$ cat src/hdl/pqs_pkg.sv
`default_nettype none

package pqs_pkg;

	typedef enum logic [1:0] {
		OP_PUSH   = 2'd0,
		OP_POP    = 2'd1,
		OP_RESORT = 2'd2
	} opcode_t;

	typedef enum logic [1:0] {
		STAT_DONE  = 2'd0,
		STAT_FULL  = 2'd1,
		STAT_EMPTY = 2'd2
	} status_t;

	localparam logic [1:0] POL_ARRIVAL = 2'd0;
	localparam logic [1:0] POL_RUNTIME = 2'd1;
	localparam logic [1:0] POL_PRIO    = 2'd2;

	localparam logic [19:0] WAIT_MAX = 20'hFFFFF;

	// per-cell operation
	typedef enum logic [2:0] {
		CELL_HOLD,
		CELL_LOAD_NEW,
		CELL_FROM_LEFT,
		CELL_FROM_RIGHT,
		CELL_SWAP_LO,
		CELL_SWAP_HI
	} cell_op_t;

	typedef enum logic {
		SQ_IDLE,
		SQ_SORT
	} sort_state_t;

	// first member in the highest bits, so tag lands at bit 0
	typedef struct packed {
		logic [31:0] arrival;
		logic [7:0]  prio;
		logic [15:0] run_time;
		logic [15:0] tag;
	} entry_t;

	typedef struct packed {
		logic [1:0]  pad;
		logic [4:0]  fill_count;
		logic [31:0] out_arrival;
		logic [7:0]  out_prio;
		logic [15:0] out_run_time;
		logic [15:0] out_tag;
		logic [19:0] wait_total;
		logic [4:0]  placement;
	} out_data_t;

	typedef struct packed {
		status_t   status;
		out_data_t data;
	} res_t;

	function automatic logic [31:0] key_of(entry_t e, logic [1:0] pol);
		logic [31:0] k;
		k = '0;
		case (pol)
			POL_ARRIVAL: k = e.arrival;
			POL_RUNTIME: k = {16'd0, e.run_time};
			POL_PRIO:    k = {24'd0, e.prio};
			default:     k = '0;
		endcase
		return k;
	endfunction

endpackage

`default_nettype wire

$ cat src/hdl/pqs_cell.sv
`default_nettype none

// One queue slot: holds an entry and the run-time sum up to and including it.
module pqs_cell import pqs_pkg::*; #(
	parameter int PW = 20
) (
	input  wire logic          clk,
	input  wire cell_op_t      ctl,
	input  wire logic [1:0]    policy,
	input  wire entry_t        new_entry,
	input  wire logic [31:0]   new_key,
	input  wire entry_t        left_entry,
	input  wire logic [PW-1:0] left_prefix,
	input  wire entry_t        right_entry,
	input  wire logic [PW-1:0] right_prefix,
	input  wire logic [31:0]   right_key,
	input  wire logic [15:0]   head_rt,
	output entry_t             entry,
	output logic [PW-1:0]      prefix,
	output logic [31:0]        key,
	output logic               less_new,
	output logic               inv_right
);

	entry_t        entry_q;
	logic [PW-1:0] prefix_q;
	logic [PW-1:0] add_a;
	logic [PW-1:0] add_b;
	logic          add_sub;
	logic [PW-1:0] sum;

	assign entry     = entry_q;
	assign prefix    = prefix_q;
	assign key       = key_of(entry_q, policy);
	assign less_new  = new_key < key;
	assign inv_right = key > right_key;

	always_comb begin
		add_a   = left_prefix;
		add_b   = PW'(new_entry.run_time);
		add_sub = 1'b0;
		case (ctl)
			CELL_FROM_RIGHT: begin
				add_a   = right_prefix;
				add_b   = PW'(head_rt);
				add_sub = 1'b1;
			end
			CELL_SWAP_LO: begin
				add_b = PW'(right_entry.run_time);
			end
			default: begin
				add_a = left_prefix;
			end
		endcase
		sum = add_sub ? (add_a - add_b) : (add_a + add_b);
	end

	always_ff @(posedge clk) begin
		case (ctl)
			CELL_LOAD_NEW: begin
				entry_q  <= new_entry;
				prefix_q <= sum;
			end
			CELL_FROM_LEFT: begin
				entry_q  <= left_entry;
				prefix_q <= sum;
			end
			CELL_FROM_RIGHT: begin
				entry_q  <= right_entry;
				prefix_q <= sum;
			end
			CELL_SWAP_LO: begin
				entry_q  <= right_entry;
				prefix_q <= sum;
			end
			CELL_SWAP_HI: begin
				entry_q <= left_entry;
			end
			default: begin
				entry_q <= entry_q;
			end
		endcase
	end

endmodule

`default_nettype wire

$ cat config.mk
export PLATFORM = sky130hd
export DESIGN_NAME = pqs_cell
export DESIGN_NICKNAME = d
export VERILOG_FILES = /design/src/hdl/pqs_pkg.sv /design/src/hdl/pqs_cell.sv
export SDC_FILE = /design/constraint.sdc
export NUM_CORES = 1
export LEC_CHECK = 0
export BUFFER_PORTS_ARGS = -buffer_cell sky130_fd_sc_hd__clkbuf_2
export CAP_MARGIN = 20
export CORE_AREA = 2 2 183 185
export DETAILED_ROUTE_END_ITERATION = 10
export DIE_AREA = 0 0 185 187
export PLACE_DENSITY_LB_ADDON = 0.2
export SLEW_MARGIN = 10
export SYNTH_ARGS = -nofsm -noshare
export SYNTH_HDL_FRONTEND = slang
export SYNTH_SLANG_ARGS = --single-unit
$ cat constraint.sdc
create_clock -name clk -period 8.3 [get_ports clk]
set_input_delay 1.66 -clock clk [delete_from_list [all_inputs] [get_ports clk]]
set_output_delay 1.66 -clock clk [all_outputs]
set_load 0.03 [all_outputs]
==> summary.txt <==
Floorplan
  • Height of the die: 187 um
  • Row count: 67
  • Initial cell density of the core: 29.0%
  • Total I/O pin count: 468
  • Die Area: 0.0346 mm2
  • Floorplan core area: 0.0329 mm2
  • Floorplan die width: 185 um

Pwr
  • Cell Pwr Density: 162 mW/mm2
  • Worst voltage drop across the vdd grid: 80.4 uV
  • Pleak: 0.00593 uW

Worst setup path
  • Biggest fanout along the worst timing path: 18
  • Kind of start point of the critical path: input pin
  • Crit Path Category: input pin to primary output
  • Kind of capture point of the worst setup path: primary output
  • Data required time at the worst endpoint: 6.64 ns
  • Signal arrival time at the worst endpoint: 4.91 ns

Global routing
  • Number of antenna violations at the first check in global routing: 19
  • All-Layer GR Usage: 24.8%
  • Wire length of the first global-routing pass: 65.6 mm
  • Remaining global-route overflow: 0
  • Largest net degree at the start of global routing: 125
  • Via count of the first global-routing pass: 10,800

Placement
  • Buffers added on ports: 467
  • Sum of net half-perimeters after detailed placement: 33.9 mm
  • Placer's final routability congestion estimate: 0.915

Timing
  • Maximum clock rate: 0.152 GHz
  • Time the final worst path needs with I/O delays and setup: 6.57 ns
  • Final Hold Violating Endpoints: 0
  • Setup repair after global routing missed its margin: no
  • Final worst-path cycle share: 79.1%
  • Finish-stage setup viols: 0
  • Final max-slew violation count: 0
  • Actual slew at the worst max-slew pin: 1.03 ns
  • Hold slack final: 1.69 ns
  • Setup TNS: 0 ns
  • Slew headroom: 31.6%

CTS
  • # resized after CTS: 0
  • Maximum buffer depth of the clock tree: 2
  • Number of buffers added for setup after CTS: 0
  • Total number of clock tree sinks: 92
  • Number of H-tree branching levels: 3
  • CTS clk-pin slew, worst paths: 0.08 ns
  • Hold-fix buffers at CTS: 0
  • Clock tree from TritonCTS: done
  • Cell at the root of the clock tree: clkbuf_16
  • Number of clock buffers inserted by TritonCTS: 9

Yosys
  • Sequential-to-total area share from yosys stat: 29.0%
  • Post-synthesis net count: 1,570
  • Asr flop ratio synth: 0%
  • Count of unique library cells instantiated by Yosys: 55
  • Syn Inst Count: 1,144
  • Synthesized area: 0.00954 mm2
  • Average footprint of a synthesized cell: 8.34 um2
  • Number of synthesized register bits: 92
  • Area share of the largest cell type after synthesis: 29.0%
  • Most used DFF post-synth: edfxtp_1
  • Count of yosys warnings during synthesis: 0
  • Post-synthesis cell type with the largest combined area: edfxtp_1
  • Ranking of synthesized cells by area: edfxtp_1, ha_1, o22ai_1
  • Count of flip-flops with a built-in enable after synthesis: 92

Cells and area
  • Area Overhead vs Synth: 31.7%
  • Seq. cell area: 0.00276 mm2
  • Post-layout utilization of the core: 38.2%
  • Footprint of the multi-input gates: 0.00619 mm2
  • Layout net count: 1,967
  • Share of final-layout standard cells stronger than drive strength 1: 33.6%
  • Fill cell count: 3,486

Flow run
  • Max-capacitance violation count: 0

Detailed routing
  • Routed wire length: 44.8 mm
  • Number of routed nets with antenna violations: 0
  • Drc violations: 0
  • Vias post-DR: 11,200
  • Routed wire per std cell: 22.3 um
  • First drt pass iteration count: 5
  • DRT iter0 DRCs: 770
  • Detail-routed via count per cell: 5.58

Status
  • Outcome: finished, final reports clean

Hold path
  • Class of the worst hold path: input pin to register
-- cell usage after synthesis, types with 12 or more instances --
cell type,instances
o21ai_0,38
inv_1,69
nand2_1,94
mux2i_1,20
nor3b_1,15
o22ai_1,147
nand4_1,15
o221ai_1,80
xor2_1,12
clkbuf_1,78
o21a_1,77
nor2_1,47
ha_1,83
xnor2_1,18
a21o_1,26
a21oi_1,122
edfxtp_1,92
-- worst max-delay path, cell delays in order --
cell and delay [ns]:
clkbuf_2 0.36, nor2b_1 0.51, a21oi_1 0.18, ha_1 0.32, a21o_1 0.18, a21o_1 0.17
a21oi_1 0.14, o41ai_1 0.10, a211oi_1 0.45, o31ai_1 0.17, a211oi_1 0.36, clkbuf_2 0.27
-- cell type report --
| type | count | share of cell area [%] |
|---|---|---|
| Multi-Input combinational cell | 889 | 49.3 |
| Sequential cell | 92 | 22.0 |
| Timing Repair Buffer | 480 | 19.7 |
| Tap cell | 448 | 4.46 |
| Inverter | 69 | 2.06 |
| Clock buffer | 9 | 1.79 |
| Clock inverter | 7 | 0.408 |
| Antenna cell | 15 | 0.299 |
-- cell usage in the layout, fill, tap and decap left out, types with 3 or more instances in the layout --
cell type	count
mux2i_1	20
nand3_1	5
diode_2	15
xor2_1	12
inv_1	68
a22o_1	3
nor3_1	4
nor2b_1	11
buf_4	13
and3_1	5
nand4_1	15
nor3b_1	15
o211ai_1	3
o221ai_1	80
o22ai_1	147
a21oi_1	121
clkbuf_16	9
nor2_1	46
clkbuf_2	464
o32a_1	4
o21bai_1	3
edfxtp_1	92
a22oi_1	3
a31oi_1	3
a21o_1	26
o41ai_1	3
or2_2	11
xnor2_1	18
ha_1	83
a211oi_1	6
o21a_1	77
nand2_1	93
o21ai_0	38
nand2b_1	4
-- stage by stage --
| step | power (uW) | instances | area [um2] | setup slack, ns |
|---|---|---|---|---|
| 2_1_floorplan | 1270 | 1144 | 9540 | 1.35 |
| 3_3_place_gp | 1620 | 1976 | 12200 | 1.74 |
| 3_5_place_dp | 1620 | 1976 | 12200 | 1.63 |
| 4_1_cts | 2050 | 1992 | 12500 | 1.68 |
| 5_1_grt | 2150 | 2005 | 12600 | 1.38 |
| 6_report | 2040 | 2009 | 12600 | 1.73 |
-- state kept, by name (all words and copies together) (netlist names) --
name    flops
entry      72
prefix     20
-- path summary, 6_finish.rpt --
path,start,to,slack [ns],cells past startpoint
max,policy[0],less_new,1.73,12
min,right_entry[3],entry[3],1.69,3
-- power by group --
group          switching [uW]  internal [uW]
combinational             604            334
clock                     211            205
sequential               59.0            622
-- kinds of logic after synthesis --
| group | share of synthesized area [%] |
|---|---|
| AOI/OAI and AO/OA | 37.1 |
| xor gates and xnor gates | 2.75 |
| adders and majority gates | 11.1 |
| buffers and inverters | 6.53 |
| DFF | 29.0 |
| muxes | 2.22 |
| and+or+nand+nor | 11.4 |
-- per-layer routing --
metal,global-route usage [%],share of wire (%)
met1,30.2,40
met5,0,0.10
met2,41.0,49
met4,10.4,2.6
met3,6.78,8.5
Power figures use the tool's default switching activity.
