`src/hdl/pqs_pkg.sv`:
```
`default_nettype none

package pqs_pkg;

	typedef enum logic [1:0] {
		OP_PUSH   = 2'd0,
		OP_POP    = 2'd1,
		OP_RESORT = 2'd2
	} opcode_t;

	typedef enum logic [1:0] {
		STAT_DONE  = 2'd0,
		STAT_FULL  = 2'd1,
		STAT_EMPTY = 2'd2
	} status_t;

	localparam logic [1:0] POL_ARRIVAL = 2'd0;
	localparam logic [1:0] POL_RUNTIME = 2'd1;
	localparam logic [1:0] POL_PRIO    = 2'd2;

	localparam logic [19:0] WAIT_MAX = 20'hFFFFF;

	// per-cell operation
	typedef enum logic [2:0] {
		CELL_HOLD,
		CELL_LOAD_NEW,
		CELL_FROM_LEFT,
		CELL_FROM_RIGHT,
		CELL_SWAP_LO,
		CELL_SWAP_HI
	} cell_op_t;

	typedef enum logic {
		SQ_IDLE,
		SQ_SORT
	} sort_state_t;

	// first member in the highest bits, so tag lands at bit 0
	typedef struct packed {
		logic [31:0] arrival;
		logic [7:0]  prio;
		logic [15:0] run_time;
		logic [15:0] tag;
	} entry_t;

	typedef struct packed {
		logic [1:0]  pad;
		logic [4:0]  fill_count;
		logic [31:0] out_arrival;
		logic [7:0]  out_prio;
		logic [15:0] out_run_time;
		logic [15:0] out_tag;
		logic [19:0] wait_total;
		logic [4:0]  placement;
	} out_data_t;

	typedef struct packed {
		status_t   status;
		out_data_t data;
	} res_t;

	function automatic logic [31:0] key_of(entry_t e, logic [1:0] pol);
		logic [31:0] k;
		k = '0;
		case (pol)
			POL_ARRIVAL: k = e.arrival;
			POL_RUNTIME: k = {16'd0, e.run_time};
			POL_PRIO:    k = {24'd0, e.prio};
			default:     k = '0;
		endcase
		return k;
	endfunction

endpackage

`default_nettype wire

```
`src/hdl/pqs_out_buf.sv`:
```
`default_nettype none

// Two-slot result buffer in front of the master port.
module pqs_out_buf import pqs_pkg::*; (
	input  wire logic clk,
	input  wire logic arst_n,
	input  wire logic wr_en,
	input  wire res_t wr_data,
	output logic      space,
	output logic      m_tvalid,
	input  wire logic m_tready,
	output res_t      rd_data
);

	res_t       slot_q [2];
	logic       wp_q;
	logic       rp_q;
	logic [1:0] cnt_q;
	logic       rd;

	assign m_tvalid = cnt_q != 2'd0;
	assign rd       = m_tvalid && m_tready;
	assign space    = cnt_q < 2'd2;
	assign rd_data  = slot_q[rp_q];

	always_ff @(posedge clk) begin
		if (wr_en) begin
			slot_q[wp_q] <= wr_data;
		end
	end

	always_ff @(posedge clk or negedge arst_n) begin
		if (!arst_n) begin
			wp_q  <= 1'b0;
			rp_q  <= 1'b0;
			cnt_q <= 2'd0;
		end else begin
			if (wr_en) begin
				wp_q <= ~wp_q;
			end
			if (rd) begin
				rp_q <= ~rp_q;
			end
			cnt_q <= cnt_q + 2'(wr_en) - 2'(rd);
		end
	end

endmodule

`default_nettype wire

```
`config.mk`:
```
export PLATFORM = sky130hd
export DESIGN_NAME = pqs_out_buf
export DESIGN_NICKNAME = d
export VERILOG_FILES = /design/src/hdl/pqs_pkg.sv /design/src/hdl/pqs_out_buf.sv
export SDC_FILE = /design/constraint.sdc
export NUM_CORES = 1
export LEC_CHECK = 0
export ABC_AREA = 0
export BUFFER_PORTS_ARGS = -buffer_cell sky130_fd_sc_hd__buf_4
export CORE_ASPECT_RATIO = 0.7
export CORE_MARGIN = 2
export CORE_UTILIZATION = 50
export DETAILED_ROUTE_END_ITERATION = 10
export PLACE_DENSITY_LB_ADDON = 0.15
export SYNTH_ARGS = -nofsm -noshare
export SYNTH_HDL_FRONTEND = slang
export SYNTH_SLANG_ARGS = --single-unit
```
`constraint.sdc`:
```
create_clock -name clk -period 13.8 [get_ports clk]
set_input_delay 2.76 -clock clk [delete_from_list [all_inputs] [get_ports clk]]
set_output_delay 2.76 -clock clk [all_outputs]
set_load 0.05 [all_outputs]
```
==> Implementation_results.wiki, run 1 <==
{| class="wikitable"
! Metric !! Value
|-
| Maximum number of pins on one net before global-route repair || 64
|-
| Fraction of the cycle the final worst path needs || 0.409
|-
| Reg2reg start || wp_q
|-
| Via density || 5.04
|-
| Initial antenna violation count || 0
|-
| Average detailed-routed wire length per instance || 18.7 µm
|-
| Synthesized area divided by synthesized cell count || 22.9 µm²
|-
| Cells resized by post-CTS repair || 0
|-
| Critical-path cell with the highest stage delay || dfrtp_4
|-
| Post-layout instance count excluding filler cells || 792
|-
| Number of buffers between clock root and the deepest sink || 3
|-
| Type of destination of the critical path || output pin
|-
| Total count of max-transition violations in the final report || 0
|-
| Endpoint of the most critical register-to-register path || slot_q[0][59]
|-
| Highest attainable clock frequency || 0.177 GHz
|-
| Startpoint-to-endpoint class of the critical path || register to output pin
|-
| Area after DPL || 9790 µm²
|-
| Setup repair after global routing missed its margin || false
|-
| Final count of hold timing violations || 0
|-
| Total of endpoints with negative setup slack in the final report || 0
|-
| Longest individual stage delay on the worst path || 0.89 ns
|-
| Leakage Power || 4.04 nW
|-
| Area of the core || 15500 µm²
|-
| DPL Wire Length || 9550 µm
|-
| Data required time at the worst endpoint || 11.04 ns
|-
| Max-cap viol count || 0
|-
| Flop and latch count out of synthesis || 216
|-
| Count of synthesis-stage warnings from yosys || 0
|-
| Placed Cells || 756
|-
| GRT Overall Usage || 0.170
|-
| Setup TNS || 0 ns
|-
| Last weighted congestion value of the routability-driven placer || 0.735
|-
| Crit-path max FO || 56
|-
| Total nets after synthesis || 459
|-
| Worst vdd rail ir drop || 0.000161 V
|-
| Dominant cell by count in the synthesized netlist || edfxtp_1
|-
| Portion of the post-synthesis area used by sequential elements || 0.812
|-
| Wire length of the first global-routing pass || 22100 µm
|-
| Sum of internal, switching and leakage power || 2.56 mW
|-
| Number of buffer cells added on primary ports || 217
|-
| Worst slack, placed || 8.63 ns
|-
| Clock slew at reported path FFs || 0.06 ns
|-
| GR Overflow Total || 0
|-
| Worst Reg-to-Reg Cells || 3
|-
| Reg2reg setup slack || 11.53 ns
|-
| Die Outline Area || 17000 µm²
|-
| Power Dens Cells || 245 nW/µm²
|-
| Number of buffers inserted for hold repair after clock tree synthesis || 0
|-
| Minimum clock period || 5.64 ns
|-
| Fraction of synthesized cell area taken by the top area cell type || 0.800
|-
| Number of setup buffers added after CTS || 0
|-
| I/O pins || 218
|-
| Number of nets with antenna violations after routing || 0
|-
| Cells along the critical path || buf_4 -> mux2_2 -> buf_4
|-
| Number of placement rows || 38
|-
| Number of flops mapped to enable cells by yosys || 212
|-
| Ranking of synthesized cells by instance count || edfxtp_1 (212), mux2_2 (76), mux2_4 (30)
|-
| Critical path arrival || 2.88 ns
|-
| Post-layout net count || 691
|-
| Min-Delay Endpoint || cnt_q[1]
|-
| Slew at the pin closest to its max-slew limit || 0.912 ns
|-
| Diodes inserted || 0
|-
| Share of cells above drive strength 1 || 0.608
|-
| Vias in the first global route || 4186
|-
| Die span in y || 110 µm
|-
| Number of remaining DRC errors || 0
|-
| Total wire length || 14800 µm
|-
| Summed instance area of the synthesized netlist || 7960 µm²
|-
| Buffer type at the clock tree root || clkbuf_16
|-
| H-tree levels || 1
|-
| Most frequent CP cell || buf_4
|-
| Via Count || 3994
|-
| Worst setup skew after layout || 0.0177 ns
|-
| Clock latency on the worst-skew pair || 0.49 ns
|-
| Share of synthesized flip-flops with an asynchronous set or reset || 0.0185
|-
| Final design instance area without fill || 10500 µm²
|-
| Clk sink count || 216
|-
| Synth Flop Type || edfxtp_1
|-
| CTS tree || yes
|-
| Startpoint of the lowest-slack hold path || cnt_q[1]
|-
| Clock buffer count from CTS || 21
|-
| Drt initial violations || 290
|-
| Syn Inst Count || 347
|-
| Layout Area Growth over Synthesis || 31.5%
|-
| Die boundary width || 155 µm
|-
| Largest cells by area after synthesis || edfxtp_1 (80%), mux2_2 (11%), mux2_4 (5.7%)
|-
| Library cell occupying the most area in the post-synthesis netlist || edfxtp_1
|-
| Number of instances on the worst hold path || 1
|-
| Critical path launch point type || register
|-
| Effective utilization at floorplan || 0.512
|-
| Library cells used by synthesis || 14
|-
| Headroom to the max-slew limit || 0.392
|-
| Status || finished clean
|-
| Classification of the worst-slack hold path || register to register
|-
| Number of iterations in the first detailed-routing pass || 4
|-
| Setup slack of the critical path after layout || 8.16 ns
|}
per-stage QoR:
step | hold slack [ns] | utilization
4_1_cts | 0.508 | 0.673
3_5_place_dp | 0.499 | 0.630
5_1_grt | 0.562 | 0.673
6_report | 0.502 | 0.673
2_1_floorplan | 0.455 | -
3_3_place_gp | 0.486 | 0.630
flip-flops by register name, indices dropped and copies added (netlist names):
register  count
cnt_q         2
rp_q          1
slot_q      212
wp_q          1
cell usage in the layout (no fill, tap or decap), drive strengths merged:
master,instances
buf,221
edfxtp,212
mux2,106
clkbuf,24
clkinv,8
inv,4
dfrtp,4
bufinv,3
xnor2,2
xor2,2
ha,2
nand2,1
o21a,1
and2,1
nor2b,1
critical path, delay by kind of cell (launching register included):
kind / cells / cell delay [ns]
buf+inv: 2 / 1.02
flops: 1 / 0.89
mux: 1 / 0.43
logic make-up after synthesis:
kind of cell | Yosys count | synth area share
flip-flops | 216 | 0.812
multiplexers | 106 | 0.164
buffers and inverters | 15 | 0.0129
XOR/XNOR | 4 | 0.00440
AND/OR/NAND/NOR | 3 | 0.00204
adder cells (fa/ha/maj) | 2 | 0.00314
AO/OA/AOI/OAI | 1 | 0.000944
worst max path at each step:
| stage | slack (ns) | startpoint | endpoint |
|---|---|---|---|
| 4_1_cts | 8.10 | rp_q | rd_data[56] |
| 2_1_floorplan | 5.85 | wr_en | slot_q[0][0] |
| 5_1_grt | 8.00 | rp_q | rd_data[62] |
| 3_3_place_gp | 8.67 | rp_q | rd_data[58] |
| 3_5_place_dp | 8.63 | rp_q | rd_data[56] |
| 6_report | 8.16 | rp_q | rd_data[2] |
power by group:
group	internal [mW]	leakage [nW]	switching, mW	total (mW)
Sequential	0.873	2.04	0.0598	0.932
Clock	0.335	0.334	0.227	0.562
Combinational	0.366	1.67	0.700	1.07
Total	1.57	4.04	0.987	2.56
routing by layer:
metal,global-route usage,wire (µm)
met5,0,0
met4,0.0496,303
met2,0.278,6990
met3,0.0548,1240
met1,0.223,6310
layout make-up:
type	instances	area, µm²
inverters	3	11.3
clock inverters	12	135
clock buffers	24	537
multi-input cells	116	1400
well taps	200	250
fillers	1045	5080
flip-flops and latches	216	6470
repair buffers	221	1660
Note: power is estimated with default switching activity, not from simulation.
==> inputs of run 2 (changes only) <==
- ABC_AREA: 0 -> 1
- CORE_UTILIZATION: 50 -> 47
- clock period: 13.8 -> 4.8 ns (I/O delays scaled with it)
==> run 2 against run 1 <==
Net effect: register-to-register slack worse by 8.8 ns; combinational power rose to 3.3 times the previous value; global-route usage up 1.2 points; die area up 5.8%; synthesized cell count up 68%; sequential power rose to 2.8 times the previous value; clock power rose to 2.8 times the previous value; clock-buffer cell count unchanged; utilization down 3.8 points; synthesized area down 0.33%; largest cell class unchanged.
==> Implementation_results.wiki, run 2 <==
{| class="wikitable"
! Metric !! Value
|-
| Status || finished clean
|-
| Critical path arrival || 2.32 ns (-0.56 ns)
|-
| Reg2reg setup slack || 2.70 ns (-8.83 ns)
|-
| Synthesized-area fraction occupied by ao, oa, aoi and oai cells || 0 (-0.000943)
|-
| Effective utilization at floorplan || 0.484 (-0.0281)
|-
| Startpoint-to-endpoint class of the critical path || register to output pin
|-
| Number of nets with antenna violations after routing || 0 (unchanged)
|-
| Type of destination of the critical path || output pin
|-
| Buffer type at the clock tree root || clkbuf_16
|-
| Clk sink count || 216 (unchanged)
|-
| Main combinational cell family by area after synthesis || simple AND/OR/NAND/NOR gates
|-
| Summed instance area of the synthesized netlist || 7930 µm² (-0.33%)
|-
| Longest individual stage delay on the worst path || 0.84 ns (-0.05 ns)
|-
| Wire length of the first global-routing pass || 25500 µm (+15%)
|-
| Synth Area in XOR/XNOR || 0.00110 (-0.00330)
|-
| Number of buffers inserted for hold repair after clock tree synthesis || 0 (unchanged)
|-
| Vias in the first global route || 4885 (+17%)
|-
| Most frequent cells in the layout || nand2_1 (328), buf_4 (221), edfxtp_1 (212)
|-
| Library cells used by synthesis || 12 (-2)
|-
| Power Dens Cells || 739 nW/µm² (+200%)
|-
| Cells along the critical path || buf_4 -> nand2_1 -> nand2_1 -> buf_4
|-
| Worst slack, placed || 1.99 ns (-6.64 ns)
|-
| Total nets after synthesis || 694 (+51%)
|-
| Minimum clock period || 3.28 ns
|-
| Data required time at the worst endpoint || 3.84 ns (-7.20 ns)
|-
| Die Outline Area || 18000 µm² (+5.8%)
|-
| DPL Wire Length || 10500 µm (+9.5%)
|-
| Worst vdd rail ir drop || 0.000376 V (+130%)
|-
| Most common cell after layout, fill and taps aside || nand2_1
|-
| Fraction of synthesized cell area taken by the top area cell type || 0.803 (+0.00265)
|-
| Synthesized area divided by synthesized cell count || 13.6 µm² (-41%)
|-
| Highest attainable clock frequency || 0.305 GHz
|-
| Via Count || 4965 (+24%)
|-
| Number of flops mapped to enable cells by yosys || 212 (unchanged)
|-
| Diodes inserted || 0 (unchanged)
|-
| Headroom to the max-slew limit || 0.216 (-0.176)
|-
| Layout Area Growth over Synthesis || 31.1%
|-
| Drt initial violations || 384 (+32%)
|-
| Library cell occupying the most area in the post-synthesis netlist || edfxtp_1
|-
| Flop and latch count out of synthesis || 216 (unchanged)
|-
| Syn Inst Count || 582 (+68%)
|-
| Maximum number of pins on one net before global-route repair || 108 (+69%)
|-
| Number of placement rows || 39 (+2.6%)
|-
| Largest cells by area after synthesis || edfxtp_1 (80%), nand2_1 (16%), dfrtp_1 (1.3%)
|-
| Max-cap viol count || 0 (unchanged)
|-
| Most flops, register || slot_q
|-
| Slew at the pin closest to its max-slew limit || 1.18 ns (+0.264 ns)
|-
| Worst setup skew after layout || 0.0135 ns (-0.00429 ns)
|-
| Synth Flop Type || edfxtp_1
|-
| Die span in y || 113 µm (+2.9%)
|-
| Count of synthesis-stage warnings from yosys || 0 (unchanged)
|-
| Ranking of synthesized cells by instance count || nand2_1 (328), edfxtp_1 (212), buf_2 (16)
|-
| Placed Cells || 1006 (+33%)
|-
| Setup TNS || 0 ns (unchanged)
|-
| Total wire length || 16600 µm (+12%)
|-
| Fraction of the cycle the final worst path needs || 0.683
|-
| Via density || 4.76 (-5.6%)
|-
| Cells resized by post-CTS repair || 0 (unchanged)
|-
| Post-layout instance count excluding filler cells || 1043 (+32%)
|-
| Setup repair after global routing missed its margin || false
|-
| Post-Synth Adder-Cell Area || 0.00315 (+0.0000104)
|-
| Post-Synth Simple-Gate Area || 0.157 (+0.155)
|-
| Leakage Power || 4.46 nW (+11%)
|-
| Classification of the worst-slack hold path || primary input to asynchronous set/reset pin
|-
| Setup slack of the critical path after layout || 1.52 ns (-6.64 ns)
|-
| Share of synthesized area spent on multiplexers || 0 (-0.164)
|-
| GR Overflow Total || 0 (unchanged)
|-
| Share of cells above drive strength 1 || 0.309 (-0.299)
|-
| GRT Overall Usage || 0.182 (+0.0117)
|-
| Number of remaining DRC errors || 0 (unchanged)
|-
| Critical-path cell with the highest stage delay || buf_4
|-
| Number of buffers between clock root and the deepest sink || 3 (unchanged)
|-
| Largest register FFs || 212 (unchanged)
|-
| Dominant cell by count in the synthesized netlist || nand2_1
|-
| Clock slew at reported path FFs || 0.06 ns (about the same)
|-
| Number of iterations in the first detailed-routing pass || 5 (+1)
|-
| Average detailed-routed wire length per instance || 15.9 µm (-15%)
|-
| Area of the core || 16400 µm² (+5.5%)
|-
| Final count of hold timing violations || 0 (unchanged)
|-
| Share of synthesized flip-flops with an asynchronous set or reset || 0.0185 (unchanged)
|-
| Portion of the post-synthesis area used by sequential elements || 0.815 (+0.00269)
|-
| Initial antenna violation count || 0 (unchanged)
|-
| Total count of max-transition violations in the final report || 0 (unchanged)
|-
| Number of setup buffers added after CTS || 0 (unchanged)
|-
| Crit-path max FO || 107 (+91%)
|-
| H-tree levels || 1 (unchanged)
|-
| Last weighted congestion value of the routability-driven placer || 0.755 (+2.6%)
|-
| Post-layout net count || 916 (+33%)
|-
| Clock buffer count from CTS || 21 (unchanged)
|-
| Number of buffer cells added on primary ports || 217 (unchanged)
|-
| Critical path launch point type || register
|-
| I/O pins || 218 (unchanged)
|-
| CTS tree || yes
|-
| Total of endpoints with negative setup slack in the final report || 0 (unchanged)
|-
| Clock latency on the worst-skew pair || 0.49 ns (about the same)
|-
| Die boundary width || 159 µm (+2.9%)
|-
| Top Registers || slot_q x212, cnt_q x2
|}
## run 2: kinds of logic (layout without fill, tap and decap cells)
family	count (synthesis)	count (layout)
flops	216	216
simple gates	331	331
xor+xnor	1	1
buf+inv	32	268
fa+ha+maj	2	2
## run 2: path summary, 6_finish.rpt
kind | cells past startpoint | end | from
max | 4 | rd_data[50] | rp_q
min | 1 | cnt_q[0] | arst_n
max reg2reg | 2 | slot_q[0][67] | wp_q
min reg2reg | 1 | wp_q | wp_q
max in group asynchronous | 1 | rp_q | arst_n
min in group clk | 1 | wp_q | wp_q
## run 2: through the flow
stage	instance area [µm²]	utilization	hold slack [ns]	power, mW
3_3_place_gp	9760	0.595	0.530	6.17
5_1_grt	10400	0.634	0.236	8.04
3_5_place_dp	9760	0.595	0.537	6.21
2_1_floorplan	7940	-	0.481	5.15
6_report	10400	0.634	0.254	7.69
4_1_cts	10400	0.634	0.235	7.77
## run 2: per-layer routing
metal  global-route usage  share of wire  vias to the layer above  wire [µm]
met5                    0              0                        -          0
met4               0.0479          0.024                        0        395
met3               0.0623          0.097                       37       1610
met2                0.282           0.46                      221       7580
met1                0.251           0.42                     2299       7010
li1                     -              -                     2408          -
## run 2: area by class of cell
cell class	count	area, µm²
clock buffer	24	537
clock inverter	13	110
fill	1282	5990
inverter	9	38.8
multi-input combinational	334	1290
sequential	216	6470
tap	225	282
timing repair buffer	222	1680
## run 2: critical path, delay by kind of cell (launching register included)
| kind | cells | cell delay (ns) |
|---|---|---|
| and+or+nand+nor | 2 | 0.28 |
| DFF | 1 | 0.42 |
| buffers and inverters | 2 | 1.04 |
## run 2: report_power, final
group	switching (mW)	internal, mW
logic	2.67	0.882
clock network	0.639	0.907
registers	0.0856	2.51
==> inputs of run 3 (changes only) <==
- clock period: 4.8 -> 2.65 ns (I/O delays scaled with it)
==> run 3 against run 2 <==
Net effect: setup slack got worse by 1.3 ns; critical path type unchanged; worst hold slack got worse by 0.035 ns; highest routed layer unchanged; final cell count increased by 0.77%; non-clock buffer count increased by 5; sequential share of layout area decreased by 1.1 points; sequential cell count unchanged; critical endpoint is now rd_data[96]; design area increased by 1.8%; critical path depth increased by 1; clock skew decreased by 0.0070 ns.
==> Implementation_results.wiki, run 3 (synthesis results as in run 2) <==
{| class="wikitable"
! Metric !! Value
|-
| Leakage Power || 4.55 nW (+1.9%)
|-
| Final count of hold timing violations || 0 (unchanged)
|-
| Diodes inserted || 0 (unchanged)
|-
| Area after DPL || 9850 µm² (+0.96%)
|-
| Share of cells above drive strength 1 || 0.321 (+0.0115)
|-
| Worst slack, placed || 0.701 ns (-1.29 ns)
|-
| Most common cell after layout, fill and taps aside || nand2_1
|-
| Clock buffer count from CTS || 22 (+4.8%)
|-
| Wire length of the first global-routing pass || 25200 µm (-1.1%)
|-
| Slew at the pin closest to its max-slew limit || 0.689 ns (-0.487 ns)
|-
| Setup slack of the critical path after layout || 0.213 ns (-1.31 ns)
|-
| Max-cap viol count || 0 (unchanged)
|-
| Type of destination of the critical path || output pin
|-
| Crit-path max FO || 41 (-62%)
|-
| Total count of max-transition violations in the final report || 0 (unchanged)
|-
| Drt initial violations || 282 (-27%)
|-
| Worst setup skew after layout || 0.00647 ns (-0.00699 ns)
|-
| Data required time at the worst endpoint || 2.12 ns (-1.72 ns)
|-
| Minimum clock period || 2.44 ns
|-
| Die span in y || 113 µm (unchanged)
|-
| Startpoint-to-endpoint class of the critical path || register to output pin
|-
| Fraction of the cycle the final worst path needs || 0.920
|-
| Vias in the first global route || 4880 (-0.10%)
|-
| Most frequent cells in the layout || nand2_1 (328), buf_4 (220), edfxtp_1 (212)
|-
| Number of iterations in the first detailed-routing pass || 5 (unchanged)
|-
| GR Overflow Total || 0 (unchanged)
|-
| Highest attainable clock frequency || 0.410 GHz
|-
| Worst vdd rail ir drop || 0.000827 V (+120%)
|-
| Clock slew at reported path FFs || 0.06 ns (about the same)
|-
| Area of the core || 16400 µm² (unchanged)
|-
| Setup TNS || 0 ns (unchanged)
|-
| DPL Wire Length || 10400 µm (-0.90%)
|-
| Filler cell count in the final layout || 1284 (+0.16%)
|-
| I/O pins || 218 (unchanged)
|-
| Utilization after layout || 0.646 (+0.0115)
|-
| Status || finished clean
|-
| Layout Area Growth over Synthesis || 33.5%
|-
| Maximum number of pins on one net before global-route repair || 108 (unchanged)
|-
| Most flops, register || slot_q
|-
| Critical path arrival || 1.91 ns (-0.41 ns)
|-
| Power Dens Cells || 1350 nW/µm² (+83%)
|-
| Classification of the worst-slack hold path || primary input to register
|-
| Number of nets with antenna violations after routing || 0 (unchanged)
|-
| Initial antenna violation count || 0 (unchanged)
|-
| Post-layout net count || 922 (+0.66%)
|-
| Effective utilization at floorplan || 0.484 (unchanged)
|-
| Last weighted congestion value of the routability-driven placer || 0.779 (+3.2%)
|-
| Number of remaining DRC errors || 0 (unchanged)
|-
| Top Registers || slot_q x212, cnt_q x2
|-
| Average detailed-routed wire length per instance || 15.6 µm (-1.6%)
|-
| Die boundary width || 159 µm (unchanged)
|-
| Via Count || 4957 (-0.16%)
|-
| Critical path launch point type || register
|-
| Cells resized by post-CTS repair || 0 (unchanged)
|-
| Buffer type at the clock tree root || clkbuf_16
|-
| CTS tree || yes
|-
| Final design instance area without fill || 10600 µm² (+1.8%)
|-
| Number of placement rows || 39 (unchanged)
|-
| Number of buffers between clock root and the deepest sink || 3 (unchanged)
|-
| GRT Overall Usage || 0.177 (-0.00468)
|-
| Largest register FFs || 212 (unchanged)
|-
| Total wire length || 16400 µm (-0.87%)
|-
| Die Outline Area || 18000 µm² (unchanged)
|-
| Number of buffer cells added on primary ports || 217 (unchanged)
|-
| Clock latency on the worst-skew pair || 0.49 ns (about the same)
|-
| Clk sink count || 216 (unchanged)
|-
| H-tree levels || 1 (unchanged)
|-
| Via density || 4.72 (-0.92%)
|-
| Total of endpoints with negative setup slack in the final report || 0 (unchanged)
|-
| Headroom to the max-slew limit || 0.541 (+0.325)
|-
| Setup repair after global routing missed its margin || false
|}
run 3: cell count changes in the layout (fill, tap and decap cells not counted), sizes merged:
cell         before  now
bufinv            2    3
clkinvlp          0    2
buf             222  226
clkinv           10   12
inv              10    8
dlygate4sd3       0    1
run 3: timing repair:
item / in CTS / in global routing
setup buffers: 0 / 0
hold buffers: 1 / 0
hold endpoints to repair: 4 / 0
endpoints found under the setup margin: 0 / 0
run 3: worst max-delay path: stages, from the launching register on:
cell	delay [ns]
dfrtp_4	0.51
inv_4	0.25
buf_12	0.26
nand2_1	0.07
nand2_1	0.11
buf_4	0.21
run 3: path summary, 6_finish.rpt:
kind / from / end / slack, ns / cells after the start
hold / removal: wr_data[88] / slot_q[1][88] / 0.22 / 1
setup / recovery: rp_q / rd_data[96] / 0.21 / 5
min in group asynchronous: arst_n / rp_q / 0.39 / 2
max in group asynchronous: arst_n / rp_q / 2.15 / 2
setup reg to reg: wp_q / slot_q[0][32] / 1.11 / 2
hold reg to reg: wp_q / wp_q / 0.55 / 1
run 3: power by group:
group	switching, mW	internal [mW]	leakage [nW]
Clock	1.23	1.87	0.365
Combinational	4.83	1.68	2.15
Sequential	0.163	4.54	2.04
Total	6.22	8.08	4.55
run 3: through the flow:
step           hold WS [ns]  std cells  total power [mW]
2_1_floorplan         0.234        582              9.30
3_5_place_dp          0.335       1010              11.3
6_report              0.219       1051              14.3
5_1_grt               0.197       1051              14.9
4_1_cts               0.200       1051              14.4
3_3_place_gp          0.336       1010              11.3
run 3: area by class of cell:
cell class                      count  area (µm²)  area share
Sequential cell                   216        6470       0.611
Inverter                            9        40.0     0.00378
Multi-Input combinational cell    334        1290       0.121
Clock buffer                       24         579      0.0547
Timing Repair Buffer              227        1780       0.168
Clock inverter                     16         153      0.0144
Tap cell                          225         282      0.0266
run 3: routing by layer:
layer / up-vias / part of all wire / routed length [µm] / track usage
li1: 2413 / - / - / -
met1: 2316 / 0.44 / 7160 / 0.240
met2: 198 / 0.46 / 7580 / 0.287
met3: 30 / 0.084 / 1380 / 0.0524
met4: 0 / 0.020 / 326 / 0.0461
met5: - / 0 / 0 / 0
